===== src/hw/rtl/qr_rs_pkg.sv =====
`timescale 1ns / 1ps
// ----------------------------------------------------------------------------
// qr_rs_pkg
// Shared types, constants and GF(256) helpers for the QR Reed-Solomon
// correction-byte generator.
// ----------------------------------------------------------------------------
package qr_rs_pkg;

   // Correction byte counts never exceed 30, so five bits cover every count
   localparam int ECC_CNT_W = 5;
   localparam int ROM_COUNT = 13;

   // Field polynomial x^8+x^4+x^3+x^2+1
   localparam logic [8:0] FIELD_POLY = 9'h11D;

   // Standard QR correction byte counts, one per generator
   localparam logic [ECC_CNT_W-1:0] ECC_COUNT_ROM [ROM_COUNT] = '{
      5'd7, 5'd10, 5'd13, 5'd15, 5'd16, 5'd17, 5'd18,
      5'd20, 5'd22, 5'd24, 5'd26, 5'd28, 5'd30
   };

   typedef enum logic [1:0] {
      ST_IDLE,
      ST_SWEEP,
      ST_EMIT
   } state_type;

   // Controller to datapath
   typedef struct packed {
      logic                 load;   // latch feedback, pre-shift remainder
      logic                 sweep;  // one tap update through the multiplier
      logic                 shift;  // shift one correction byte out
      logic [ECC_CNT_W-1:0] tap;    // tap position during a sweep
   } cmd_type;

   // Datapath to controller
   typedef struct packed {
      logic [ECC_CNT_W-1:0] ecc_count;
   } status_type;

   // GF(256) multiply, shift-and-add over the eight bits of b
   function automatic logic [7:0] gf_mul(logic [7:0] a, logic [7:0] b);
      logic [8:0] x;
      logic [7:0] acc;
      x   = {1'b0, a};
      acc = 8'd0;
      for (int i = 0; i < 8; i++) begin
         if (b[i]) begin
            acc = acc ^ x[7:0];
         end
         x = {x[7:0], 1'b0};
         if (x[8]) begin
            x = x ^ FIELD_POLY;
         end
      end
      return acc;
   endfunction

   // Coefficient of x^k in (x - 2^0)(x - 2^1)...(x - 2^(n-1));
   // elaboration use only
   function automatic logic [7:0] gen_coef(int n, int k);
      logic [7:0] c [32];
      logic [7:0] root;
      for (int i = 0; i < 32; i++) begin
         c[i] = 8'd0;
      end
      c[0] = 8'd1;
      root = 8'd1;
      for (int i = 0; i < n; i++) begin
         for (int kk = i + 1; kk >= 1; kk--) begin
            c[kk] = c[kk-1] ^ gf_mul(c[kk], root);
         end
         c[0] = gf_mul(c[0], root);
         root = gf_mul(root, 8'd2);
      end
      return c[k];
   endfunction

endpackage


===== src/hw/rtl/qr_rs_ctrl.sv =====
`timescale 1ns / 1ps
// ----------------------------------------------------------------------------
// qr_rs_ctrl
// Sequencer: accepts a data word, runs the tap sweep, then emits the
// correction words after the last data word of a block.
// ----------------------------------------------------------------------------
module qr_rs_ctrl
   import qr_rs_pkg::*;
#(
   parameter int MAX_ECC_BYTES = 30
) (
   input  logic       clock,
   input  logic       reset,
   input  logic       req_tvalid,
   output logic       req_tready,
   input  logic       req_tlast,
   output logic       rsp_tvalid,
   input  logic       rsp_tready,
   output logic       rsp_tlast,
   output cmd_type    cmd,
   input  status_type status
);

   localparam logic [ECC_CNT_W-1:0] LAST_TAP = ECC_CNT_W'(MAX_ECC_BYTES - 1);

   state_type            state_ff, state_in;
   logic [ECC_CNT_W-1:0] cnt_ff, cnt_in;
   logic                 last_ff, last_in;
   logic                 req_acc;
   logic                 rsp_acc;
   logic                 emit_final;

   assign req_acc    = req_tvalid & req_tready;
   assign rsp_acc    = rsp_tvalid & rsp_tready;
   assign emit_final = (cnt_ff + ECC_CNT_W'(1)) == status.ecc_count;

   // Next state and counter
   always_comb begin
      state_in = state_ff;
      cnt_in   = cnt_ff;
      last_in  = last_ff;
      unique case (state_ff)
         ST_IDLE: begin
            if (req_acc) begin
               state_in = ST_SWEEP;
               cnt_in   = '0;
               last_in  = req_tlast;
            end
         end
         ST_SWEEP: begin
            if (cnt_ff == LAST_TAP) begin
               state_in = last_ff ? ST_EMIT : ST_IDLE;
               cnt_in   = '0;
            end else begin
               cnt_in = cnt_ff + ECC_CNT_W'(1);
            end
         end
         ST_EMIT: begin
            if (rsp_acc) begin
               if (emit_final) begin
                  state_in = ST_IDLE;
                  cnt_in   = '0;
               end else begin
                  cnt_in = cnt_ff + ECC_CNT_W'(1);
               end
            end
         end
         default: begin
            state_in = ST_IDLE;
         end
      endcase
   end

   // Outputs and datapath commands
   always_comb begin
      req_tready = 1'b0;
      rsp_tvalid = 1'b0;
      rsp_tlast  = 1'b0;
      cmd        = '0;
      cmd.tap    = cnt_ff;
      unique case (state_ff)
         ST_IDLE: begin
            req_tready = 1'b1;
            cmd.load   = req_tvalid;
         end
         ST_SWEEP: begin
            cmd.sweep = 1'b1;
         end
         ST_EMIT: begin
            rsp_tvalid = 1'b1;
            rsp_tlast  = emit_final;
            cmd.shift  = rsp_tready;
         end
         default: begin
            cmd = '0;
         end
      endcase
   end

   always_ff @(posedge clock) begin
      if (reset) begin
         state_ff <= ST_IDLE;
         cnt_ff   <= '0;
         last_ff  <= 1'b0;
      end else begin
         state_ff <= state_in;
         cnt_ff   <= cnt_in;
         last_ff  <= last_in;
      end
   end

   // An accepted word always starts a sweep
   assert property (@(posedge clock) disable iff (reset)
      req_acc |=> state_ff == ST_SWEEP)
      else $error("accepted word did not start a sweep");

   // Never take a data word while correction words are pending
   assert property (@(posedge clock) disable iff (reset)
      rsp_tvalid |-> !req_tready)
      else $error("input ready while emitting");

   // Emission count stays below the selected correction count
   assert property (@(posedge clock) disable iff (reset)
      state_ff == ST_EMIT |-> cnt_ff < status.ecc_count)
      else $error("emission ran past the correction count");

   // The final correction word ends the emission
   assert property (@(posedge clock) disable iff (reset)
      rsp_acc && rsp_tlast |=> state_ff == ST_IDLE)
      else $error("emission continued after the final word");

endmodule


===== src/hw/rtl/qr_rs_datapath.sv =====
`timescale 1ns / 1ps
// ----------------------------------------------------------------------------
// qr_rs_datapath
// Remainder shift line, feedback register, generator ROM, selection
// register and the shared GF(256) multiplier.
// ----------------------------------------------------------------------------
module qr_rs_datapath
   import qr_rs_pkg::*;
#(
   parameter int MAX_ECC_BYTES   = 30,
   parameter int GENERATOR_COUNT = 13
) (
   input  logic       clock,
   input  logic       reset,
   input  logic       csr_wr_en,
   input  logic [3:0] csr_wr_data,
   input  logic [7:0] data_byte,
   output logic [7:0] ecc_byte,
   input  cmd_type    cmd,
   output status_type status
);

   localparam int GEN_IDX_W  = (GENERATOR_COUNT > 1) ? $clog2(GENERATOR_COUNT) : 1;
   localparam int COEF_IDX_W = $clog2(MAX_ECC_BYTES);
   localparam logic [3:0] LAST_GEN = 4'(GENERATOR_COUNT - 1);

   logic [7:0]           rem_ff [MAX_ECC_BYTES];
   logic [7:0]           rem_in [MAX_ECC_BYTES];
   logic [7:0]           fb_ff, fb_in;
   logic [3:0]           sel_ff;
   logic [3:0]           sel_sat;
   logic [GEN_IDX_W-1:0] row;
   logic [ECC_CNT_W-1:0] ecc_n;
   logic [ECC_CNT_W-1:0] coef_full;
   logic [7:0]           coef;
   logic [7:0]           product;
   logic [7:0]           tail;

   logic [7:0]           gen_rom [GENERATOR_COUNT][MAX_ECC_BYTES];
   logic [ECC_CNT_W-1:0] row_n   [GENERATOR_COUNT];

   // Generator ROM: rows clamped to the remainder capacity
   for (genvar g = 0; g < GENERATOR_COUNT; g++) begin : g_row
      localparam int ROM_N = (int'(ECC_COUNT_ROM[g]) > MAX_ECC_BYTES) ?
                             MAX_ECC_BYTES : int'(ECC_COUNT_ROM[g]);
      assign row_n[g] = ECC_CNT_W'(ROM_N);
      for (genvar k = 0; k < MAX_ECC_BYTES; k++) begin : g_coef
         localparam logic [7:0] COEF = gen_coef(ROM_N, k);
         assign gen_rom[g][k] = COEF;
      end
   end

   // Saturate the selection and look up the correction count
   assign sel_sat       = (sel_ff >= 4'(GENERATOR_COUNT)) ? LAST_GEN : sel_ff;
   assign row           = sel_sat[GEN_IDX_W-1:0];
   assign ecc_n         = row_n[row];
   assign status.ecc_count = ecc_n;

   // One tap: coefficient of x^(n-1-tap) times the feedback
   assign coef_full = ecc_n - ECC_CNT_W'(1) - cmd.tap;
   assign coef      = gen_rom[row][coef_full[COEF_IDX_W-1:0]];
   assign product   = gf_mul(fb_ff, coef);

   // New remainder entry for this tap; entries at or past n drop to zero
   always_comb begin
      tail = 8'd0;
      if ((cmd.tap + ECC_CNT_W'(1)) < ecc_n) begin
         tail = rem_ff[0];
      end
      if (cmd.tap < ecc_n) begin
         tail = tail ^ product;
      end
   end

   // Shift line update
   always_comb begin
      fb_in = fb_ff;
      for (int i = 0; i < MAX_ECC_BYTES; i++) begin
         rem_in[i] = rem_ff[i];
      end
      if (cmd.load || cmd.sweep || cmd.shift) begin
         for (int i = 0; i < MAX_ECC_BYTES - 1; i++) begin
            rem_in[i] = rem_ff[i+1];
         end
         rem_in[MAX_ECC_BYTES-1] = cmd.sweep ? tail : 8'd0;
      end
      if (cmd.load) begin
         fb_in = data_byte ^ rem_ff[0];
      end
   end

   assign ecc_byte = rem_ff[0];

   always_ff @(posedge clock) begin
      if (reset) begin
         sel_ff <= 4'd1;
         for (int i = 0; i < MAX_ECC_BYTES; i++) begin
            rem_ff[i] <= 8'd0;
         end
      end else begin
         if (csr_wr_en) begin
            sel_ff <= csr_wr_data;
         end
         for (int i = 0; i < MAX_ECC_BYTES; i++) begin
            rem_ff[i] <= rem_in[i];
         end
      end
   end

   always_ff @(posedge clock) begin
      fb_ff <= fb_in;
   end

   // Commands are mutually exclusive
   assert property (@(posedge clock) disable iff (reset)
      $countones({cmd.load, cmd.sweep, cmd.shift}) <= 1)
      else $error("overlapping datapath commands");

   // Correction count always comes from a valid row
   assert property (@(posedge clock) disable iff (reset)
      ecc_n != '0 && ecc_n <= ECC_CNT_W'(MAX_ECC_BYTES))
      else $error("correction count out of range");

   // A sweep tap never exceeds the remainder length
   assert property (@(posedge clock) disable iff (reset)
      cmd.sweep |-> cmd.tap < ECC_CNT_W'(MAX_ECC_BYTES))
      else $error("sweep tap past remainder");

endmodule


===== src/hw/rtl/qr_reed_solomon_ecc_generator.sv =====
`timescale 1ns / 1ps
// ----------------------------------------------------------------------------
// qr_reed_solomon_ecc_generator
// QR Reed-Solomon correction-byte generator over GF(256), poly 0x11D.
// ----------------------------------------------------------------------------
// Data words of one QR block enter on req_* one at a time, req_tlast on the
// last one. Each word is accepted (the load step), then swept one remainder
// tap at a time through a single shared GF(256) multiplier. After the last
// word the n correction words leave on rsp_*, highest order first, rsp_tlast
// on the final one, one per cycle while rsp_tready is high; the remainder is
// then clear for the next block.
// csr_wr_data selects the generator (7,10,13,15,16,17,18,20,22,24,26,28,30
// correction words; larger codes saturate); write it only while idle.
module qr_reed_solomon_ecc_generator
   import qr_rs_pkg::*;
#(
   parameter int MAX_ECC_BYTES   = 30,
   parameter int GENERATOR_COUNT = 13
) (
   input  logic       clock,
   input  logic       reset,
   // configuration
   input  logic       csr_wr_en,
   input  logic [3:0] csr_wr_data,   // [3:0] ecc_set_index
   // data words in
   input  logic       req_tvalid,
   output logic       req_tready,
   input  logic [7:0] req_tdata,     // [7:0] data_byte
   input  logic       req_tlast,     // block_end
   // correction words out
   output logic       rsp_tvalid,
   input  logic       rsp_tready,
   output logic [7:0] rsp_tdata,     // [7:0] ecc_byte
   output logic       rsp_tlast      // ecc_last
);

   cmd_type    cmd;
   status_type status;

   // Sequencer
   qr_rs_ctrl #(
      .MAX_ECC_BYTES (MAX_ECC_BYTES)
   ) u_ctrl (
      .clock      (clock),
      .reset      (reset),
      .req_tvalid (req_tvalid),
      .req_tready (req_tready),
      .req_tlast  (req_tlast),
      .rsp_tvalid (rsp_tvalid),
      .rsp_tready (rsp_tready),
      .rsp_tlast  (rsp_tlast),
      .cmd        (cmd),
      .status     (status)
   );

   // Remainder datapath
   qr_rs_datapath #(
      .MAX_ECC_BYTES   (MAX_ECC_BYTES),
      .GENERATOR_COUNT (GENERATOR_COUNT)
   ) u_datapath (
      .clock       (clock),
      .reset       (reset),
      .csr_wr_en   (csr_wr_en),
      .csr_wr_data (csr_wr_data),
      .data_byte   (req_tdata),
      .ecc_byte    (rsp_tdata),
      .cmd         (cmd),
      .status      (status)
   );

endmodule


===== config.mk =====
export PLATFORM = sky130hd
export DESIGN_NAME = qr_reed_solomon_ecc_generator
export DESIGN_NICKNAME = d
export VERILOG_FILES = /design/src/hw/rtl/qr_rs_pkg.sv /design/src/hw/rtl/qr_rs_ctrl.sv /design/src/hw/rtl/qr_rs_datapath.sv /design/src/hw/rtl/qr_reed_solomon_ecc_generator.sv
export SDC_FILE = /design/constraint.sdc
export NUM_CORES = 1
export LEC_CHECK = 0
export BUFFER_PORTS_ARGS = -buffer_cell sky130_fd_sc_hd__buf_2
export CORE_MARGIN = 3
export CORE_UTILIZATION = 45
export DETAILED_ROUTE_END_ITERATION = 8
export PLACE_DENSITY = 0.66
export SETUP_SLACK_MARGIN = 0.05
export SYNTH_ARGS = -nofsm -noshare
export SYNTH_HDL_FRONTEND = slang
export SYNTH_SLANG_ARGS = --single-unit

===== constraint.sdc =====
create_clock -name clock -period 7.8 [get_ports clock]
set_input_delay 0.78 -clock clock [delete_from_list [all_inputs] [get_ports clock]]
set_output_delay 0.78 -clock clock [all_outputs]
set_load 0.01 [all_outputs]

Word-level counts from Yosys, hierarchy flattened
Memories as Yosys holds them, arrays and structs flattened.
Index checks and enable logic that the tools add are counted.
- bitwise logic cells: 50
- multiplexer cells: 78
- add/sub/neg operators: 4
- equal/unequal tests: 8
- $lt $le $gt $ge: 5
- reduce and logical (&&, ||, !) cells: 8
- operator list (operator ; number):
    two-way mux 240 bit ; 3
    two-way mux 8 bit ; 43
    XOR 8 bit ; 9
    two-way mux 5 bit ; 14
    binary-select mux 8 bit (select 5 bit) ; 1
    bitwise OR 1 bit ; 30
    inverter 4 bit ; 7
    case mux 5 bit (3 select lines) ; 1
    adder 5 x 1 -> 5 bit, second input constant ; 2
    less-than comparator 5 bit ; 2
    two-way mux 2 bit ; 5
    two-way mux 1 bit ; 9
    inequality test 2 x 1 -> 1 bit, second input constant ; 4
    greater-or-equal comparator 6 bit, second input constant ; 1
    inverter 5 -> 6 bit ; 1
    case mux 2 bit (3 select lines) ; 1
    equality test 5 bit ; 1
    equality test 5 bit, second input constant ; 1
    greater-or-equal comparator 5 bit, second input constant ; 1
    inverter 4 -> 5 bit ; 1
    subtractor 5 x 1 -> 5 bit, second input constant ; 1
    subtractor 5 bit ; 1
    greater-or-equal comparator 4 bit, second input constant ; 1
    two-way mux 4 bit ; 1
    10 further kinds ; 12
- register bits: 20
- memories: 3
- bits in read-only memories: 3920
- bits in writable memories: 240
- bits of input ports: 18
- logic and storage cells: 161
- output and inout port bits: 11
- memories (name ; words ; bits a word ; read ports ; clocked after Yosys merged registers in ; wr ports ; RTL line ; text):
    (no name shown) ; 16 ; 240 ; 1 ; 0 ; 0 ; qr_rs_datapath.sv:61 ; assign coef = gen_rom[row][coef_full[COEF_IDX_W-1:0]];
    u_datapath.rem_ff ; 30 ; 8 ; 30 ; 0 ; 30 ; qr_rs_datapath.sv:27 ; logic [7:0] rem_ff [MAX_ECC_BYTES];
    (no name shown) ; 16 ; 5 ; 1 ; 0 ; 0 ; qr_rs_datapath.sv:56 ; assign ecc_n = row_n[row];

Longest topological paths before layout
Gate-level depths: netlist of run 1.
- depth after elaboration: 32
- mapped depth: 33

Hierarchy
From an unflattened synthesis of run 1, not the netlist that was laid out.
- cell total of the unflattened synthesis: 2077
- area total of the unflattened synthesis: 15408.5 um^2
- by module, submodules not included (module ; cells an instance ; times used ; area an instance (um^2)):
    qr_rs_datapath ; 1986 ; 1 ; 14695.3
    qr_rs_ctrl ; 91 ; 1 ; 713.2

Worst setup path before layout of run 1
No wires, ideal clock.
- path kind: register -> register
- from: register u_datapath.sel_ff[2]
- to: memory u_datapath.rem_ff[29][5] (netlist: u_datapath.rem_ff[0][237])
- data required time: 7.676 ns
- stages on the path, launching flop included: 32
- period minus slack after synthesis: 5.491 ns
- arrival: 5.367 ns
- setup slack: 2.309 ns
- path buffers: 10
- cell sequence: dfxtp_1 > buf_6 > buf_6 > buf_6 > buf_2 > buf_2 > nand2_1 > and2_1 > inv_1 > ha_1 > nor2_1 > a21oi_1 > nor2_1 > ha_1 > inv_1 > fa_1 > buf_4 > buf_4 > clkbuf_1 > o21ai_0 > o2111ai_1 > o311ai_1 > or3_1 > buf_2 > buf_6 > nand2_1 > mux2i_1 > a211oi_2 > xnor3_1 > nor2_1 > xor2_1 > o21ai_1
- RTL lines (item ; RTL line ; text):
    from (decl) ; qr_rs_datapath.sv:30 ; logic [3:0] sel_ff;
    from (signal assigned) ; qr_rs_datapath.sv:102 ; sel_ff <= csr_wr_data;
    to (decl) ; qr_rs_datapath.sv:27 ;

==> run metrics, run 1 <==
status=completed; ys async rst share=0%; Post-synth EDFFs=8; Leak=5.59 nW; Initial Util=45.8%; largest net degree at the start of global routing=233; IO Pins=29; CTS max path bufs=3; Worst path max stage delay=0.90 ns; Final Max Tran Viols=0; vias in the first global route=13200; Top delay family on crit path=compound AO/OA/AOI/OAI gates; DIE AREA=0.0365 sq mm; Root Driver=clkbuf_16; Placer Congestion=1.01; Synth Area in Compound Gates=23.8%; Syn Inst Count=2070; final hold violations=0; vias=14400; CP arrival=7.13 ns; setup_tns=0 ns; RSZ-0062 raised after global routing=false; Critical Path Most Common Cell=nor2_1; Max Cap Viol=0; post-cts resize count=0; Die Wd=191 microns; clock slew at reported path FFs=0.07 ns; IO Port Bufs=28; WL per Instance=19.1 microns; worst skew pair latency=0.53 ns; Syn. warnings=0; fill cell count=3401; final instance area=0.0163 sq mm; Worst Hold Class=register to register; Core Box Area=0.0336 sq mm; FF+latch area=0.00529 sq mm; Syn Nets=2117; gr usage total=24.6%; Synth Flop Type=dfxtp_1; Final Skew=0.0160 ns; Multi-input gate area=0.00896 sq mm; sequential element share of the synthesized area=34.3%; Placement Rows=67; Pre-Repair DR Iteration Count=6; fin crit share=86.2%; Nets=2014; Residual DRC=0; Fmax achieved=149 MHz; Pwr Total=4.59 mW; count of cell types in the netlist=103; Yosys reg bits=260; Pwr Density=281 mW/mm^2; number of routed nets with antenna violations=0; Die Y=191 microns; worst path buffer plus inverter count=3; relative slew slack=30.1%; Post-Place Cell Area=0.0154 sq mm; Synth Area in Simple Gates=24.3%; worst path required time=8.21 ns; Sink Count=260; Cell Area, Synth=0.0154 sq mm; remaining global-route overflow=0; TritonCTS buffer count=26; initial antenna violation count=0; crit start category=register; area grow syn2layout=6.04%; dpl hpwl=30200 microns; DR iter-0 viols=1521; ratio of routed vias to standard cells=5.92; final setup violation count=0; Worst-Margin Slew=1.05 ns; first-pass GRT wire length=73000 microns; fin cells=2435; mux share of post-synthesis cell area=1.54%; post-synthesis adder-cell area fraction=2.41%; Crit Path Category=register to register; Ant. Diodes=0; Hold-fix buffers, CTS=0; main combinational cell family by area after synthesis=simple AND/OR/NAND/NOR gates; CP Capture Type=register; Slowest-stage cell, CP=fa_2; CP Max Fanout=43; Synth Area per Inst=7.44 sq um; min Tclk post-route=6.72 ns; final wirelength=46400 microns; worst path cell trace=nand2_1 > nand2_1 > inv_1 > ha_1 > nor2_1 > a21oi_1 > nor2_1 > ha_2 > inv_1 > fa_2 > buf_4 > nor2b_2 > a22oi_1 > o221ai_1 > a21oi_1 > a221oi_1 > a31o_1 > nor3_1 > xnor2_1 > xnor2_1 > xor3_1 > nor2_1 > xor2_1 > o21ai_1; cell count after placement=2387; TritonCTS clock tree=done; post-CTS setup repair buffer count=0; IR drop worst, VDD=0.000270 V; layout cells sized above 1=7.95%; htree depth=1; xor/xnor share of the synthesized area=5.93%; hold slack=0.445 ns
## worst min-delay path, cell delays in order, from the launching register on
cell,delay [ns]
dfxtp_1,0.31
nand2_1,0.05
a21oi_1,0.05
## cells by family (layout without fill, tap and decap cells)
logic type / count (synthesis) / after routing
compound gates: 591 / 591
simple gates: 852 / 852
buf+inv: 223 / 140
mux: 22 / 22
flops: 260 / 260
fa+ha+maj: 29 / 29
xor+xnor: 93 / 93
## layer usage
metal	routed length (microns)	GRT usage, %
met3	3580	3.94
met4	2190	10.8
met5	0	0
met1	19900	33.2
met2	20700	38.8
## cell usage in the layout (no fill, tap or decap), drive strengths merged, types with 36 or more instances in the layout
cell type	instances
nand2	557
a21oi	300
dfxtp	252
nor2	97
o21ai	86
buf	63
xnor2	49
xor2	38
nor2b	38
clkbuf	37
nand2b	36
## power by group
group / switching (mW) / total [mW] / internal (mW)
Clock: 0.521 / 1.34 / 0.814
Combinational: 1.16 / 1.84 / 0.673
Sequential: 0.0511 / 1.42 / 1.37
Total: 1.73 / 4.59 / 2.86
## sequential cells by signal, indices dropped and copies added, names as in the netlist
| name | flops |
|---|---|
| u_datapath.rem_ff | 240 |
| u_datapath.fb_ff | 8 |
| u_ctrl.cnt_ff | 5 |
| u_datapath.sel_ff | 4 |
| u_ctrl.state_ff | 2 |
| u_ctrl.last_ff | 1 |
## final timing paths
check | from | to | slack, ns | depth (start not counted)
hold / removal | u_datapath.rem_ff[0][116]$_SDFFE_PP0P_ | u_datapath.rem_ff[0][108]$_SDFFE_PP0P_ | 0.45 | 2
setup / recovery | u_datapath.sel_ff[3]$_SDFFE_PP0P_ | u_datapath.rem_ff[0][236]$_SDFFE_PP0P_ | 1.08 | 24
hold reg to reg | u_datapath.rem_ff[0][116]$_SDFFE_PP0P_ | u_datapath.rem_ff[0][108]$_SDFFE_PP0P_ | 0.45 | 2
setup reg to reg | u_datapath.sel_ff[3]$_SDFFE_PP0P_ | u_datapath.rem_ff[0][236]$_SDFFE_PP0P_ | 1.08 | 24
## cells in the mapped netlist (6+ instances only)
cell type / count / area, sq um
a211o_1: 7 / 61.3
a211oi_1: 15 / 113
a21o_1: 7 / 52.6
a21oi_1: 299 / 1500
a221oi_1: 7 / 61.3
a22oi_1: 8 / 60.1
a311oi_1: 7 / 61.3
a31oi_1: 18 / 113
a32oi_1: 6 / 52.6
and2_1: 12 / 75.1
buf_2: 41 / 205
buf_4: 23 / 173
buf_6: 28 / 315
clkbuf_1: 101 / 379
dfxtp_1: 252 / 5040
edfxtp_1: 8 / 240
ha_1: 28 / 350
inv_1: 24 / 90.1
mux2i_1: 18 / 180
nand2_1: 555 / 2080
nand2b_1: 35 / 219
nand3_1: 29 / 145
nand3b_1: 11 / 82.6
nand4_1: 6 / 37.5
nor2_1: 91 / 342
nor2b_1: 37 / 231
nor3_1: 24 / 120
o2111ai_1: 6 / 52.6
o211ai_1: 19 / 143
o21a_1: 9 / 67.6
o21ai_0: 59 / 295
o21ai_1: 26 / 130
o221ai_1: 9 / 78.8
o22ai_1: 9 / 56.3
o311ai_0: 8 / 70.1
or3_1: 8 / 50.1
or3b_1: 6 / 52.6
xnor2_1: 48 / 420
xor2_1: 37 / 324
## final cells by class
class                   instances  share of cell area (%)
clock buffers                  36                    4.84
clock inverters                12                   0.989
inverters                      28                   0.659
multi-input cells            1587                    54.9
flip-flops and latches        260                    32.4
well taps                     448                    3.43
repair buffers                 64                    2.72
## metrics by stage
stage / worst slack [ns] / utilization [%]
after floorplan: 2.31 / -
after global placement: 1.38 / 45.7
after detailed placement: 1.33 / 45.7
after CTS: 1.30 / 48.6
after global routing: 0.813 / 48.6
final: 1.08 / 48.6
Note: power is estimated with default switching activity, not from simulation.
==> run 2, diff against run 1 <==
- CTS_BUF_LIST: unset -> sky130_fd_sc_hd__clkbuf_4 sky130_fd_sc_hd__clkbuf_8
==> run metrics, run 2 (synthesis gave the netlist of run 1 again) <==
Hold-fix buffers, CTS=0; Final Skew=0.0284 ns; Worst-Margin Slew=1.05 ns; Initial Util=45.8%; vias=14500; post-cts resize count=0; Worst Hold Class=register to register; Final Util=48.3%; logic depth of the worst register-to-register path=24; Post-Place Cell Area=0.0154 sq mm; Slowest-stage cell, CP=fa_2; Crit Path Category=register to register; final wirelength=46500 microns; Worst path max stage delay=0.89 ns; TritonCTS buffer count=42; Final Max Tran Viols=0; min Tclk post-route=6.79 ns; Hold EP=u_datapath.rem_ff[0][123]$_SDFFE_PP0P_; CTS max path bufs=3; largest reg by FF count=u_datapath.rem_ff; gr usage total=24.8%; fin cells=2460; clock slew at reported path FFs=0.06 ns; layout cells sized above 1=9.19%; Sink Count=260; CP Max Fanout=43; cell count after placement=2387; Leak=5.58 nW; TritonCTS clock tree=done; vias in the first global route=13400; max FFs per register=240; final instance area=0.0162 sq mm; ratio of routed vias to standard cells=5.88; Pwr Total=4.46 mW; met3 usage=4.13%; hold path depth=2; final hold violations=0; hold slack=0.444 ns; Ant. Diodes=0; Pre-Repair DR Iteration Count=8; Core Box Area=0.0336 sq mm; worst path required time=8.21 ns; IR drop worst, VDD=0.000262 V; IO Port Bufs=28; IO Pins=29; fin crit share=87.0%; RSZ-0062 raised after global routing=false; most frequent cells in the layout=nand2_1 (555), a21oi_1 (299), dfxtp_1 (250); final setup violation count=0; crit start category=register; min-delay src=u_datapath.rem_ff[0][131]$_SDFFE_PP0P_; Nets=2030; dpl ws=1.33 ns; remaining global-route overflow=0; Max Cap Viol=0; first-pass GRT wire length=73500 microns; Die Y=191 microns; start point of the critical path=u_datapath.sel_ff[3]$_SDFFE_PP0P_; Fmax achieved=147 MHz; Pwr Density=274 mW/mm^2; GRT Max-Usage Layer=met2; Largest regs=u_datapath.rem_ff x240, u_datapath.fb_ff x8, u_ctrl.cnt_ff x5; met2 usage=38.7%; R2R Path Start=u_datapath.sel_ff[3]$_SDFFE_PP0P_; dpl hpwl=30200 microns; WL per Instance=18.9 microns; Critical R2R Capture=u_datapath.rem_ff[0][236]$_SDFFE_PP0P_; largest net degree at the start of global routing=233; Critical Path Most Common Cell=nor2_1; Reg2Reg Setup Slack=1.01 ns; CP arrival=7.20 ns; Residual DRC=0; DIE AREA=0.0365 sq mm; post-CTS setup repair buffer count=0; status=completed; area grow syn2layout=5.53%; Placer Congestion=1.01; met1 usage=33.2%; htree depth=2; PnR worst setup slack=1.01 ns; DR iter-0 viols=1540; worst path cell trace=nand2_1 > nand2_1 > inv_1 > ha_1 > nor2_1 > a21oi_1 > nor2_1 > ha_2 > inv_1 > fa_2 > buf_4 > nor2b_2 > a22oi_1 > o221ai_1 > a21oi_1 > a221oi_1 > a31o_1 > nor3_1 > xnor2_1 > xnor2_1 > xor3_1 > nor2_1 > xor2_1 > o21ai_1; relative slew slack=29.8%; CP Capture Type=register; setup_tns=0 ns; Die Wd=191 microns; Root Driver=clkbuf_8; worst skew pair latency=0.54 ns; initial antenna violation count=0; Placement Rows=67; number of routed nets with antenna violations=0; most common cell after layout, fill and taps aside=nand2_1
## run 2: area by class of cell
cell class,count,area (sq um)
Multi-Input combinational cell,1587,8960
Sequential cell,260,5290
Clock buffer,62,766
Clock inverter,11,108
Inverter,28,108
Fill cell,3423,17400
Timing Repair Buffer,64,444
Tap cell,448,561
## run 2: how the worst max path moves through the flow
stage                     cells after the start                                endpoint  slack [ns]
after global placement                       24  u_datapath.rem_ff[0][236]$_SDFFE_PP0P_        1.38
after CTS                                    24  u_datapath.rem_ff[0][236]$_SDFFE_PP0P_        1.23
after detailed placement                     24  u_datapath.rem_ff[0][236]$_SDFFE_PP0P_        1.33
after global routing                         24  u_datapath.rem_ff[0][236]$_SDFFE_PP0P_        0.75
final                                        24  u_datapath.rem_ff[0][236]$_SDFFE_PP0P_        1.01
after floorplan                              31  u_datapath.rem_ff[0][237]$_SDFFE_PP0P_        2.31
## run 2: power breakdown
part | switching (mW) | internal, mW | total (mW) | leakage (nW)
Sequential | 0.0514 | 1.37 | 1.42 | 2.11
Combinational | 1.17 | 0.674 | 1.84 | 3.01
Clock | 0.525 | 0.669 | 1.19 | 0.461
Total | 1.74 | 2.72 | 4.46 | 5.58
## run 2: worst max-delay path: cells and delay by family, from the launching register on
family	cells	cell delay, ns
buffers and inverters	3	0.51
XOR/XNOR	4	1.03
adder cells (fa/ha/maj)	3	1.35
flip-flops	1	0.61
AND/OR/NAND/NOR	7	1.55
AO/OA/AOI/OAI	7	1.62
## run 2: routing by layer
layer | part of all wire (%) | wire length [microns] | up-vias
met4 | 5.1 | 2390 | 0
met3 | 6.8 | 3150 | 176
li1 | - | - | 6922
met1 | 43 | 20200 | 6780
met5 | 0 | 0 | -
met2 | 45 | 20700 | 582
==> run 3, diff against run 2 <==
- CELL_PAD_IN_SITES_DETAIL_PLACEMENT: unset -> 1
- CELL_PAD_IN_SITES_GLOBAL_PLACEMENT: unset -> 2
- CORE_UTILIZATION: 45 -> 39
- PLACE_DENSITY: 0.66 -> 0.89
- SLEW_MARGIN: unset -> 0
==> run metrics, run 3 (synthesis gave the netlist of run 1 again) <==
status=completed; most common cell after layout, fill and taps aside=nand2_1; area grow syn2layout=7.68%; Final Util=42.7%; CP Capture Type=register; Critical Path Most Common Cell=nor2_1; Reg2Reg Setup Slack=0.94 ns; Nets=2052; Leak=5.72 nW; largest net degree at the start of global routing=227; clock power share=27.4%; Top delay family on crit path=simple AND/OR/NAND/NOR gates; vias in the first global route=14600; Die Wd=205 microns; Crit Path Category=register to register; Max Cap Viol=0; final hold violations=0; layout cells sized above 1=10.1%; CP Max Fanout=22; Initial Util=39.6%; worst path required time=8.24 ns; RSZ-0062 raised after global routing=false; Worst path max stage delay=1.15 ns; worst setup path end=u_datapath.rem_ff[0][237]$_SDFFE_PP0P_; IO Port Bufs=28; most frequent cells in the layout=nand2_1 (555), a21oi_1 (299), dfxtp_1 (250); Placement Rows=72; fill cell count=4813; logic depth of the worst register-to-register path=24; ratio of routed vias to standard cells=5.77; final wirelength=53100 microns; CTS max path bufs=3; Slowest-stage cell, CP=a2111oi_0; dpl hpwl=35500 microns; R2R Path Start=u_datapath.sel_ff[2]$_SDFFE_PP0P_; CP arrival=7.31 ns; min-delay src=u_datapath.rem_ff[0][77]$_SDFFE_PP0P_; Worst-Margin Slew=1.35 ns; Int Pwr=2.84 mW; final setup violation count=0; TritonCTS buffer count=43; critical path depth=24; Root Driver=clkbuf_8; first-pass GRT wire length=83100 microns; setup_tns=0 ns; remaining global-route overflow=0; post-CTS setup repair buffer count=0; worst path cell trace=nand2_1 > and2_1 > inv_1 > ha_1 > nor2_1 > a21oi_1 > nor2_1 > ha_4 > inv_1 > fa_2 > buf_4 > nor2_1 > a32o_1 > a311oi_1 > a2111oi_0 > or3_1 > buf_12 > a2bb2oi_1 > nor2_1 > a211oi_2 > xnor3_1 > nor2_1 > xor2_1 > o21ai_1; Final Skew=0.0242 ns; initial antenna violation count=0; Largest regs=u_datapath.rem_ff x240, u_datapath.fb_ff x8, u_ctrl.cnt_ff x5; post-cts resize count=0; gr usage total=24.7%; number of routed nets with antenna violations=0; start point of the critical path=u_datapath.sel_ff[2]$_SDFFE_PP0P_; clock slew at reported path FFs=0.06 ns; Seq pwr share=30.5%; fin crit share=88.0%; crit start category=register; relative slew slack=7.48%; Die Y=205 microns; Sink Count=260; Pwr Density=281 mW/mm^2; WL per Instance=20.8 microns; Pwr Total=4.65 mW; TritonCTS clock tree=done; Ant. Diodes=0; IO Pins=29; IR drop worst, VDD=0.000156 V; Hold-fix buffers, CTS=0; Residual DRC=0; switching power=1.81 mW; hold slack=0.449 ns; Sw Share=39.0%; Core Box Area=0.0388 sq mm; worst path buffer plus inverter count=4; vias=14700; Comb pwr share=42.1%; Critical R2R Capture=u_datapath.rem_ff[0][237]$_SDFFE_PP0P_; largest reg by FF count=u_datapath.rem_ff; htree depth=2; Placer Congestion=1.02; Worst Hold Class=register to register; DIE AREA=0.0419 sq mm; min Tclk post-route=6.86 ns; worst skew pair latency=0.57 ns; DR iter-0 viols=1286; Final Max Tran Viols=0; Fmax achieved=146 MHz; max FFs per register=240; Pre-Repair DR Iteration Count=6
==> run 3: cell types whose count changed in the layout (fill, tap and decap cells not counted), moves of 2 or more <==
cell        before  now
clkbuf_8        49   51
clkbuf_4        14   17
buf_4           34   52
clkinvlp_4       2    0
clkinv_2         4    0
buf_12           2    5
==> run 3: how the worst min path moves through the flow <==
stage,slack [ns],to,depth (start not counted)
after floorplan,0.43,u_datapath.rem_ff[0][234]$_SDFFE_PP0P_,2
after global placement,0.44,u_datapath.rem_ff[0][202]$_SDFFE_PP0P_,2
after global routing,0.44,u_datapath.sel_ff[0]$_SDFFE_PP1P_,2
after detailed placement,0.44,u_datapath.rem_ff[0][23]$_SDFFE_PP0P_,2
after CTS,0.43,u_datapath.sel_ff[0]$_SDFFE_PP1P_,2
final,0.45,u_datapath.rem_ff[0][69]$_SDFFE_PP0P_,2
==> run 3: layout make-up <==
type                    count  area (sq um)  share of cell area, %
clock inverters             6           108                  0.649
repair buffers             85           639                   3.86
multi-input cells        1587          8960                   54.1
well taps                 518           648                   3.91
inverters                  28           108                  0.649
flip-flops and latches    260          5290                   31.9
clock buffers              67           816                   4.92
==> run 3: layer usage <==
metal / share of wire, % / routed length, microns / global-route usage (%)
met1: 44 / 23400 / 33.1
met2: 46 / 24400 / 39.9
met3: 5.4 / 2850 / 3.24
met4: 4.6 / 2460 / 11.0
met5: 0 / 0 / 0
==> run 3: power groups by stage <==
| stage | Sequential [mW] | Combinational (mW) | Clock (mW) |
|---|---|---|---|
| final | 1.42 | 1.96 | 1.27 |
| after global routing | 1.42 | 2.11 | 1.38 |
| after CTS | 1.42 | 1.94 | 1.32 |
| after detailed placement | 1.45 | 1.93 | 0 |
| after global placement | 1.45 | 1.92 | 0 |
| after floorplan | 1.42 | 1.45 | 0 |
==> run 3: metrics by stage <==
stage | setup slack, ns | cells | instance area [sq um]
2_1_floorplan | 2.31 | 2070 | 15400
3_3_place_gp | 1.29 | 2478 | 15700
4_1_cts | 1.06 | 2551 | 16600
5_1_grt | 0.643 | 2551 | 16600
3_5_place_dp | 1.05 | 2478 | 15700
6_report | 0.935 | 2551 | 16600
==> run 3: worst register-to-register path: stages, from the launching register on <==
cell       delay [ns]
dfxtp_4          0.35
nand2_1          0.08
and2_1           0.22
inv_1            0.12
ha_1             0.21
nor2_1           0.50
a21oi_1          0.17
nor2_1           0.33
ha_4             0.19
inv_1            0.06
fa_2             0.51
buf_4            0.25
nor2_1           0.53
a32o_1           0.27
a311oi_1         0.04
a2111oi_0        1.16
or3_1            0.29
buf_12           0.15
a2bb2oi_1        0.16
nor2_1           0.07
a211oi_2         0.27
xnor3_1          0.44
nor2_1           0.16
xor2_1           0.18
o21ai_1          0.07
